`src/morse_character_keyer_assert.svh`:
```
// Assertion macros shared by the keyer modules.
`ifndef MORSE_CHARACTER_KEYER_ASSERT_SVH
`define MORSE_CHARACTER_KEYER_ASSERT_SVH

// Same-cycle implication, disabled during reset.
`define MCK_ASSERT_NOW(label, clk, rst, cond, conseq) \
  label: assert property (@(posedge clk) disable iff (rst) (cond) |-> (conseq)) \
    else $error("keyer assertion failed");

// Next-cycle implication, disabled during reset.
`define MCK_ASSERT_NEXT(label, clk, rst, cond, conseq) \
  label: assert property (@(posedge clk) disable iff (rst) (cond) |=> (conseq)) \
    else $error("keyer assertion failed");

`endif

```
`src/mck_pkg.sv`:
```
// Shared constants, types and the Morse code table of the keyer.
`default_nettype none

package mck_pkg;

  localparam int CODE_W               = 8;
  localparam int MAX_ELEMENTS_DEFAULT = 6;
  localparam int QUEUE_DEPTH          = 2;
  localparam int DOT_W                = 16;
  localparam int ON_W                 = 18;
  localparam int OFF_W                = 19;
  localparam logic [DOT_W-1:0] DOT_TIME_RESET = 16'd100;
  localparam logic ELEM_DASH          = 1'b1;

  // Pattern holds the elements in sending order from bit len-1 down to bit 0.
  typedef struct packed {
    logic [3:0]        len;
    logic [CODE_W-1:0] pat;
  } code_t;

  function automatic code_t code_lookup(input logic [7:0] ch);
    code_t      c;
    logic [7:0] u;
    u = ch;
    if (ch >= "a" && ch <= "z") begin
      u = ch - 8'd32;
    end
    case (u)
      "!":  c = '{4'd6, 8'b101011};
      "\"": c = '{4'd6, 8'b010010};
      "'":  c = '{4'd6, 8'b011110};
      "(":  c = '{4'd5, 8'b10110};
      ")":  c = '{4'd6, 8'b101101};
      "+":  c = '{4'd5, 8'b01010};
      ",":  c = '{4'd6, 8'b110011};
      "-":  c = '{4'd6, 8'b100001};
      ".":  c = '{4'd6, 8'b010101};
      "/":  c = '{4'd5, 8'b10010};
      "0":  c = '{4'd5, 8'b11111};
      "1":  c = '{4'd5, 8'b01111};
      "2":  c = '{4'd5, 8'b00111};
      "3":  c = '{4'd5, 8'b00011};
      "4":  c = '{4'd5, 8'b00001};
      "5":  c = '{4'd5, 8'b00000};
      "6":  c = '{4'd5, 8'b10000};
      "7":  c = '{4'd5, 8'b11000};
      "8":  c = '{4'd5, 8'b11100};
      "9":  c = '{4'd5, 8'b11110};
      ":":  c = '{4'd6, 8'b111000};
      ";":  c = '{4'd6, 8'b101010};
      "=":  c = '{4'd5, 8'b10001};
      "?":  c = '{4'd6, 8'b001100};
      "@":  c = '{4'd6, 8'b011010};
      "_":  c = '{4'd6, 8'b001101};
      "A":  c = '{4'd2, 8'b01};
      "B":  c = '{4'd4, 8'b1000};
      "C":  c = '{4'd4, 8'b1010};
      "D":  c = '{4'd3, 8'b100};
      "E":  c = '{4'd1, 8'b0};
      "F":  c = '{4'd4, 8'b0010};
      "G":  c = '{4'd3, 8'b110};
      "H":  c = '{4'd4, 8'b0000};
      "I":  c = '{4'd2, 8'b00};
      "J":  c = '{4'd4, 8'b0111};
      "K":  c = '{4'd3, 8'b101};
      "L":  c = '{4'd4, 8'b0100};
      "M":  c = '{4'd2, 8'b11};
      "N":  c = '{4'd2, 8'b10};
      "O":  c = '{4'd3, 8'b111};
      "P":  c = '{4'd4, 8'b0110};
      "Q":  c = '{4'd4, 8'b1101};
      "R":  c = '{4'd3, 8'b010};
      "S":  c = '{4'd3, 8'b000};
      "T":  c = '{4'd1, 8'b1};
      "U":  c = '{4'd3, 8'b001};
      "V":  c = '{4'd4, 8'b0001};
      "W":  c = '{4'd3, 8'b011};
      "X":  c = '{4'd4, 8'b1001};
      "Y":  c = '{4'd4, 8'b1011};
      "Z":  c = '{4'd4, 8'b1100};
      default: c = '{4'd0, 8'd0};
    endcase
    return c;
  endfunction

endpackage

`default_nettype wire

```
`src/mck_front.sv`:
```
// Front end: classify a character and pack its code into a queue entry.
`default_nettype none

module mck_front #(
  parameter int MAX_ELEMENTS = mck_pkg::MAX_ELEMENTS_DEFAULT,
  parameter int LEN_W        = $clog2(MAX_ELEMENTS + 1),
  parameter int ENTRY_W      = MAX_ELEMENTS + LEN_W + 1
) (
  input  wire logic [7:0]         character,
  input  wire logic               end_of_text,
  output logic      [ENTRY_W-1:0] entry
);

  mck_pkg::code_t   code;
  logic [LEN_W-1:0] len;

  always_comb begin
    code = mck_pkg::code_lookup(character);
    // clip to the element budget
    if (code.len > 4'(MAX_ELEMENTS)) begin
      len = LEN_W'(MAX_ELEMENTS);
    end else begin
      len = LEN_W'(code.len);
    end
  end

  assign entry = {end_of_text, len, code.pat[MAX_ELEMENTS-1:0]};

endmodule

`default_nettype wire

```
`src/mck_queue.sv`:
```
// Short item queue between the front end and the element sequencer.
`default_nettype none

`include "morse_character_keyer_assert.svh"

module mck_queue #(
  parameter int W     = 10,
  parameter int DEPTH = mck_pkg::QUEUE_DEPTH
) (
  input  wire logic         clk,
  input  wire logic         rst,
  input  wire logic         push,
  input  wire logic [W-1:0] din,
  input  wire logic         pop,
  output logic      [W-1:0] head,
  output logic              nonempty,
  output logic              full
);

  localparam int PTR_W = (DEPTH > 1) ? $clog2(DEPTH) : 1;
  localparam int CNT_W = $clog2(DEPTH + 1);

  logic [W-1:0]     mem [DEPTH];
  logic [PTR_W-1:0] wr_ptr;
  logic [PTR_W-1:0] rd_ptr;
  logic [CNT_W-1:0] count;

  assign nonempty = (count != '0);
  assign full     = (count == CNT_W'(DEPTH));
  assign head     = mem[rd_ptr];

  always_ff @(posedge clk) begin
    if (push) begin
      mem[wr_ptr] <= din;
    end
  end

  always_ff @(posedge clk) begin
    if (rst) begin
      wr_ptr <= '0;
      rd_ptr <= '0;
      count  <= '0;
    end else begin
      if (push) begin
        wr_ptr <= (wr_ptr == PTR_W'(DEPTH - 1)) ? '0 : wr_ptr + 1'b1;
      end
      if (pop) begin
        rd_ptr <= (rd_ptr == PTR_W'(DEPTH - 1)) ? '0 : rd_ptr + 1'b1;
      end
      if (push && !pop) begin
        count <= count + 1'b1;
      end else if (pop && !push) begin
        count <= count - 1'b1;
      end
    end
  end

  `MCK_ASSERT_NOW(a_no_push_when_full, clk, rst, full, !push || pop)
  `MCK_ASSERT_NOW(a_no_pop_when_empty, clk, rst, pop, nonempty)

endmodule

`default_nettype wire

```
`src/mck_back.sv`:
```
// Element sequencer: expand the queue head into one result per cycle.
`default_nettype none

`include "morse_character_keyer_assert.svh"

module mck_back #(
  parameter int MAX_ELEMENTS = mck_pkg::MAX_ELEMENTS_DEFAULT,
  parameter int LEN_W        = $clog2(MAX_ELEMENTS + 1),
  parameter int ENTRY_W      = MAX_ELEMENTS + LEN_W + 1
) (
  input  wire logic                       clk,
  input  wire logic                       rst,
  input  wire logic [mck_pkg::DOT_W-1:0]  dot_time,
  input  wire logic [ENTRY_W-1:0]         head,
  input  wire logic                       head_valid,
  output logic                            pop,
  output logic                            result_strobe,
  output logic      [mck_pkg::ON_W-1:0]   on_time,
  output logic      [mck_pkg::OFF_W-1:0]  off_time,
  output logic                            has_code,
  output logic                            last
);

  localparam int IDX_W = $clog2(MAX_ELEMENTS);

  logic [MAX_ELEMENTS-1:0]  pat;
  logic [LEN_W-1:0]         len;
  logic                     eot;
  logic [IDX_W-1:0]         pos;
  logic [IDX_W-1:0]         pos_next;
  logic [LEN_W-1:0]         bit_idx;
  logic                     is_last;
  logic                     coded;
  logic                     dash;
  logic [mck_pkg::ON_W-1:0]  d1;
  logic [mck_pkg::ON_W-1:0]  d3;
  logic [mck_pkg::OFF_W-1:0] d2;
  logic [mck_pkg::OFF_W-1:0] d4;
  logic [mck_pkg::OFF_W-1:0] d5;
  logic [mck_pkg::ON_W-1:0]  on_next;
  logic [mck_pkg::OFF_W-1:0] off_next;

  assign {eot, len, pat} = head;

  always_comb begin
    coded   = (len != '0);
    is_last = !coded || ((LEN_W'(pos) + LEN_W'(1)) == len);
    bit_idx = len - LEN_W'(1) - LEN_W'(pos);
    dash    = (pat[bit_idx[IDX_W-1:0]] == mck_pkg::ELEM_DASH);
    pop     = head_valid && is_last;
    if (!head_valid) begin
      pos_next = pos;
    end else if (is_last) begin
      pos_next = '0;
    end else begin
      pos_next = pos + 1'b1;
    end

    d1 = mck_pkg::ON_W'(dot_time);
    d3 = d1 + {d1[mck_pkg::ON_W-2:0], 1'b0};
    d2 = {2'b0, dot_time, 1'b0};
    d4 = {1'b0, dot_time, 2'b0};
    d5 = d4 + mck_pkg::OFF_W'(dot_time);

    if (!coded) begin
      on_next  = '0;
      off_next = eot ? d4 : d2;
    end else begin
      on_next = dash ? d3 : d1;
      if (is_last) begin
        off_next = eot ? d5 : mck_pkg::OFF_W'(d3);
      end else begin
        off_next = mck_pkg::OFF_W'(d1);
      end
    end
  end

  always_ff @(posedge clk) begin
    if (rst) begin
      pos           <= '0;
      result_strobe <= 1'b0;
    end else begin
      pos           <= pos_next;
      result_strobe <= head_valid;
    end
  end

  always_ff @(posedge clk) begin
    if (head_valid) begin
      on_time  <= on_next;
      off_time <= off_next;
      has_code <= coded;
      last     <= is_last;
    end
  end

  `MCK_ASSERT_NOW(a_nocode_single, clk, rst, result_strobe && !has_code, last && on_time == '0)
  `MCK_ASSERT_NEXT(a_elements_contiguous, clk, rst, result_strobe && !last, result_strobe)
  `MCK_ASSERT_NEXT(a_pos_restarts, clk, rst, pop, pos == '0)

endmodule

`default_nettype wire

```
`src/morse_character_keyer.sv`:
```
// Top level of the Morse character keyer.
// An accepted character passes the item queue, then the sequencer's result registers.
// Throughput: the sequencer emits one element result per cycle, so a character
//   yields 1 to 6 results (one per dot or dash, one for a character without code).
// start is taken whenever the two-entry item queue has room (busy low).
// Reset (synchronous): dot_time returns to 100, the queue empties, no result is pending.
`default_nettype none

module morse_character_keyer #(
  parameter int MAX_ELEMENTS = mck_pkg::MAX_ELEMENTS_DEFAULT
) (
  input  wire logic                       clk,
  input  wire logic                       rst,
  // configuration: dot length
  input  wire logic                       cfg_we,
  input  wire logic [mck_pkg::DOT_W-1:0]  cfg_data,
  // item in
  input  wire logic                       start,
  output logic                            busy,
  input  wire logic [7:0]                 character,
  input  wire logic                       end_of_text,
  // results out, one element per strobe
  output logic                            result_strobe,
  output logic      [mck_pkg::ON_W-1:0]   on_time,
  output logic      [mck_pkg::OFF_W-1:0]  off_time,
  output logic                            has_code,
  output logic                            last
);

  localparam int LEN_W   = $clog2(MAX_ELEMENTS + 1);
  localparam int ENTRY_W = MAX_ELEMENTS + LEN_W + 1;

  logic [mck_pkg::DOT_W-1:0] dot_time;
  logic [ENTRY_W-1:0]        new_entry;
  logic [ENTRY_W-1:0]        head;
  logic                      head_valid;
  logic                      q_full;
  logic                      pop;
  logic                      push;

  // Hold the dot length; the user must change it only while the keyer is idle (the
  // block does not enforce this), so the sequencer may read it directly.
  always_ff @(posedge clk) begin
    if (rst) begin
      dot_time <= mck_pkg::DOT_TIME_RESET;
    end else if (cfg_we) begin
      dot_time <= cfg_data;
    end
  end

  // Accept a character whenever the queue has a free slot.
  assign busy = q_full;
  assign push = start && !busy;

  // Classify the character: case fold, table lookup, element count.
  mck_front #(
    .MAX_ELEMENTS (MAX_ELEMENTS),
    .LEN_W        (LEN_W),
    .ENTRY_W      (ENTRY_W)
  ) u_front (
    .character   (character),
    .end_of_text (end_of_text),
    .entry       (new_entry)
  );

  // Decouple acceptance from element output.
  mck_queue #(
    .W     (ENTRY_W),
    .DEPTH (mck_pkg::QUEUE_DEPTH)
  ) u_queue (
    .clk      (clk),
    .rst      (rst),
    .push     (push),
    .din      (new_entry),
    .pop      (pop),
    .head     (head),
    .nonempty (head_valid),
    .full     (q_full)
  );

  // Walk the elements of the head item, one registered result a cycle;
  // drop the item from the queue with its last element.
  mck_back #(
    .MAX_ELEMENTS (MAX_ELEMENTS),
    .LEN_W        (LEN_W),
    .ENTRY_W      (ENTRY_W)
  ) u_back (
    .clk           (clk),
    .rst           (rst),
    .dot_time      (dot_time),
    .head          (head),
    .head_valid    (head_valid),
    .pop           (pop),
    .result_strobe (result_strobe),
    .on_time       (on_time),
    .off_time      (off_time),
    .has_code      (has_code),
    .last          (last)
  );

endmodule

`default_nettype wire

```
`config.mk`:
```
export PLATFORM = sky130hd
export DESIGN_NAME = morse_character_keyer
export DESIGN_NICKNAME = d
export VERILOG_FILES = /design/src/mck_pkg.sv /design/src/mck_front.sv /design/src/mck_queue.sv /design/src/mck_back.sv /design/src/morse_character_keyer.sv
export VERILOG_INCLUDE_DIRS = /design/src /design/src/src
export SDC_FILE = /design/constraint.sdc
export NUM_CORES = 1
export LEC_CHECK = 0
export BUFFER_PORTS_ARGS = -buffer_cell sky130_fd_sc_hd__buf_2
export CORE_MARGIN = 2
export CORE_UTILIZATION = 50
export DETAILED_ROUTE_END_ITERATION = 8
export PLACE_DENSITY = 0.73
export SYNTH_ARGS = -nofsm -noshare
export SYNTH_HDL_FRONTEND = slang
export SYNTH_SLANG_ARGS = --single-unit
```
`constraint.sdc`:
```
create_clock -name clk -period 2.6 [get_ports clk]
set_input_delay 0.26 -clock clk [delete_from_list [all_inputs] [get_ports clk]]
set_output_delay 0.26 -clock clk [all_outputs]
set_load 0.005 [all_outputs]
```
==> results.py <==
metrics = {
    "place": {
        "place.gp.congestion": 0.948,
        "place_ws_ns": -0.0391,
        "hpwl_um": 11800,
        "numPortBuffers": 69,
    },
    "critical_path": {
        "reg2reg_depth": 8,
        "crit_path_end": "u_back.off_time[14]",
        "cp_slowest_cell": "dfxtp_2",
        "critPathCaptureType": "register",
        "r2r-start": "dot_time[2]",
        "worst_setup_path_start_kind": "register",
        "regToRegSetupSlack_ns": 0.08,
        "worst_r2r_endpoint": "u_back.off_time[14]",
        "crit_chain": "ha_1 -> a211oi_2 -> o21ai_0 -> o211ai_1 -> a2111oi_4 -> or3_1 -> and3_1 -> o21a_1",
        "cpPeakStageDelay_ns": 0.43,
        "worstPathRequired_ns": 2.70,
        "path_class": "register to register",
        "critPathMaxFanout": 6,
        "arrival_ns": 2.62,
        "startpoint": "dot_time[2]",
    },
    "synth": {
        "synth_top_area_cell": "edfxtp_1",
        "synth_area_leaders": "edfxtp_1 29%, ha_1 8.5%, dfxtp_1 8.3%",
        "synth-simple-area-share_pct": 15.6,
        "synthCells": 659,
        "synth-edff-count": 58,
        "synth_mux_area_share_pct": 8.46,
        "ys_seq_area_share_pct": 37.0,
        "synth-compound-area-share_pct": 20.6,
        "synth_flop_cell": "edfxtp_1",
        "avgSynthCellArea_um2": 9.20,
        "yosysTopAreaCellShare_pct": 28.7,
        "synthDistinctLibCells": 67,
        "synthAdderAreaFrac_pct": 9.45,
        "ys_async_sr_fraction_pct": 0,
        "synth_top_family_by_area": "compound AO/OA/AOI/OAI gates",
        "syn_nets": 732,
        "syn_area_um2": 6070,
        "synth-xor-area-share_pct": 4.72,
        "ys_seq_elements": 83,
        "ys.warnings.count": 0,
    },
    "layout": {
        "drive_above_1_share_pct": 24.1,
        "layout_commonest_cell": "nor2_1",
        "layout_common_cells": "75 x nor2_1, 69 x buf_2, 58 x edfxtp_1",
        "nets": 836,
        "fillers": 1034,
        "area_growth_pct": 20.6,
    },
    "cts": {
        "htree_num_levels": 3,
        "root_buffer": "clkbuf_16",
        "clockBufferDepth": 2,
        "path_clk_slew_ns": 0.07,
        "hold_buffers": 0,
        "cts-buffers-inserted": 9,
        "clock_latency_ns": 0.35,
        "cts_tree": "done",
        "numClockSinks": 83,
    },
    "power": {
        "ir_drop_v": 0.000668,
        "power_mw": 6.84,
        "power.density_nw_per_um2": 934,
        "power.leakage_nw": 3.09,
    },
    "drt": {
        "drt_iter0_drc": 320,
        "wirelength_um": 16400,
        "routedWlPerCell_um": 17.9,
        "ant_nets": 0,
        "vias": 5628,
        "via_per_inst": 6.14,
        "dr.pass1.iters": 5,
        "drt_drc_violations_left": 0,
    },
    "sta": {
        "hold_viol": 0,
        "final.setup.tns_ns": 0,
        "drv_slew": 0,
        "clock_skew_ns": 0.0126,
        "slew_headroom_pct": 43.7,
        "timing.final.ws_setup_ns": 0.0825,
        "fin_hold_ws_ns": 0.0950,
        "layout_min_cycle_time_ns": 2.52,
        "fmax_mhz": 397,
        "setup_violations": 0,
        "rsz0062_at_grt": "true",
        "worst-slew-pin-transition_ns": 0.841,
        "min_period_over_period_pct": 96.8,
    },
    "global_routing": {
        "grt_overflow_total": 0,
        "grt_first_pass_wirelength_um": 25600,
        "grt_start_max_net_pins": 41,
        "antenna_found_initial": 2,
        "grt_pass1_vias": 5411,
        "grt_usage_pct": 24.9,
    },
    "die": {
        "die_y_um": 114,
        "num_rows": 40,
        "start_util_pct": 50.9,
        "die_w_um": 114,
        "core_um2": 11900,
        "ios": 70,
        "dieArea_um2": 13000,
    },
    "min_path": {
        "hold_path.class": "input pin to register",
        "hold_depth": 1,
    },
    "status": {
        "status": "finished clean",
    },
    "job": {
        "drv_cap": 0,
    },
}
==> report_power, final <==
group / internal, mW / total [mW] / leakage [nW] / switching [mW]
combinational: 1.45 / 3.36 / 2.19 / 1.90
sequential: 2.03 / 2.18 / 0.769 / 0.147
clock: 0.747 / 1.31 / 0.137 / 0.559
total: 4.23 / 6.84 / 3.09 / 2.61
==> flip-flops by register name (all words and copies together), names as in the netlist, named ones only <==
name and count:
u_queue.count 2, u_queue.mem 20, u_back.last 1, u_back.pos 3, u_back.off_time 18, u_back.has_code 1, u_queue.wr_ptr 1, dot_time 16
u_back.result_strobe 1, u_back.on_time 18, u_queue.rd_ptr 1
==> worst max-delay path: cells and delay by family, from the launching register on <==
kind,cells,cell delay [ns]
AOI/OAI and AO/OA,5,0.96
adders and majority gates,1,0.29
DFF,1,0.43
and+or+nand+nor,2,0.59
==> synth_stat cells (all sizes together), types with 7 or more instances <==
cell	number
edfxtp	58
xor2	17
ha	41
a21o	7
nor2b	9
and3	7
dfxtp	25
clkbuf	19
a31oi	14
nand2	52
mux2i	37
nor2	76
a211oi	22
a21oi	52
inv	23
nor3	18
nand3	13
buf	15
and2	7
xnor2	13
o21ai	46
==> per-stage QoR <==
step | cells | area [um2] | utilization [%]
3_5_place_dp | 897 | 6880 | 57.8
3_3_place_gp | 897 | 6880 | 57.8
5_1_grt | 916 | 7320 | 61.4
4_1_cts | 913 | 7190 | 60.3
6_report | 916 | 7320 | 61.4
2_1_floorplan | 659 | 6070 | -
==> layer usage <==
metal,share of wire (%),vias to the layer above,track usage (%)
met2,52,210,44.5
met4,2.3,2,9.59
met3,6.2,40,5.56
li1,-,2659,-
met1,40,2717,29.0
met5,0.043,-,0
==> what timing repair did <==
action	in CTS	in global routing
pin swaps	1	10
gates resized for setup	5	26
setup buffers	0	2
setup endpoints to repair	6	25
cloned	0	0
==> worst min path at each step <==
stage                 from  slack (ns)                 to
2_1_floorplan  end_of_text        0.36  u_queue.mem[0][9]
3_3_place_gp   end_of_text        0.45  u_queue.mem[0][9]
3_5_place_dp   end_of_text        0.46  u_queue.mem[0][9]
4_1_cts        end_of_text        0.09  u_queue.mem[0][9]
5_1_grt        end_of_text        0.09  u_queue.mem[0][9]
6_report       end_of_text        0.09  u_queue.mem[0][9]
==> cell type report <==
class | instances | area [um2] | area share (%)
Inverter | 23 | 86.3 | 1.18
Clock inverter | 6 | 66.3 | 0.906
Multi-Input combinational cell | 519 | 3690 | 50.5
Tap cell | 147 | 184 | 2.51
Clock buffer | 10 | 229 | 3.13
Timing Repair Buffer | 127 | 806 | 11.0
Sequential cell | 83 | 2250 | 30.7
Antenna cell | 1 | 2.50 | 0.0342
==> kinds of logic (layout without fill, tap and decap cells) <==
group,after synthesis,after routing
simple gates,205,205
compound gates,195,195
flops,83,83
buf+inv,57,166
fa+ha+maj,44,44
mux,44,44
xor+xnor,31,31
other cells,0,1
No activity file was read; power rests on OpenSTA's default activity.
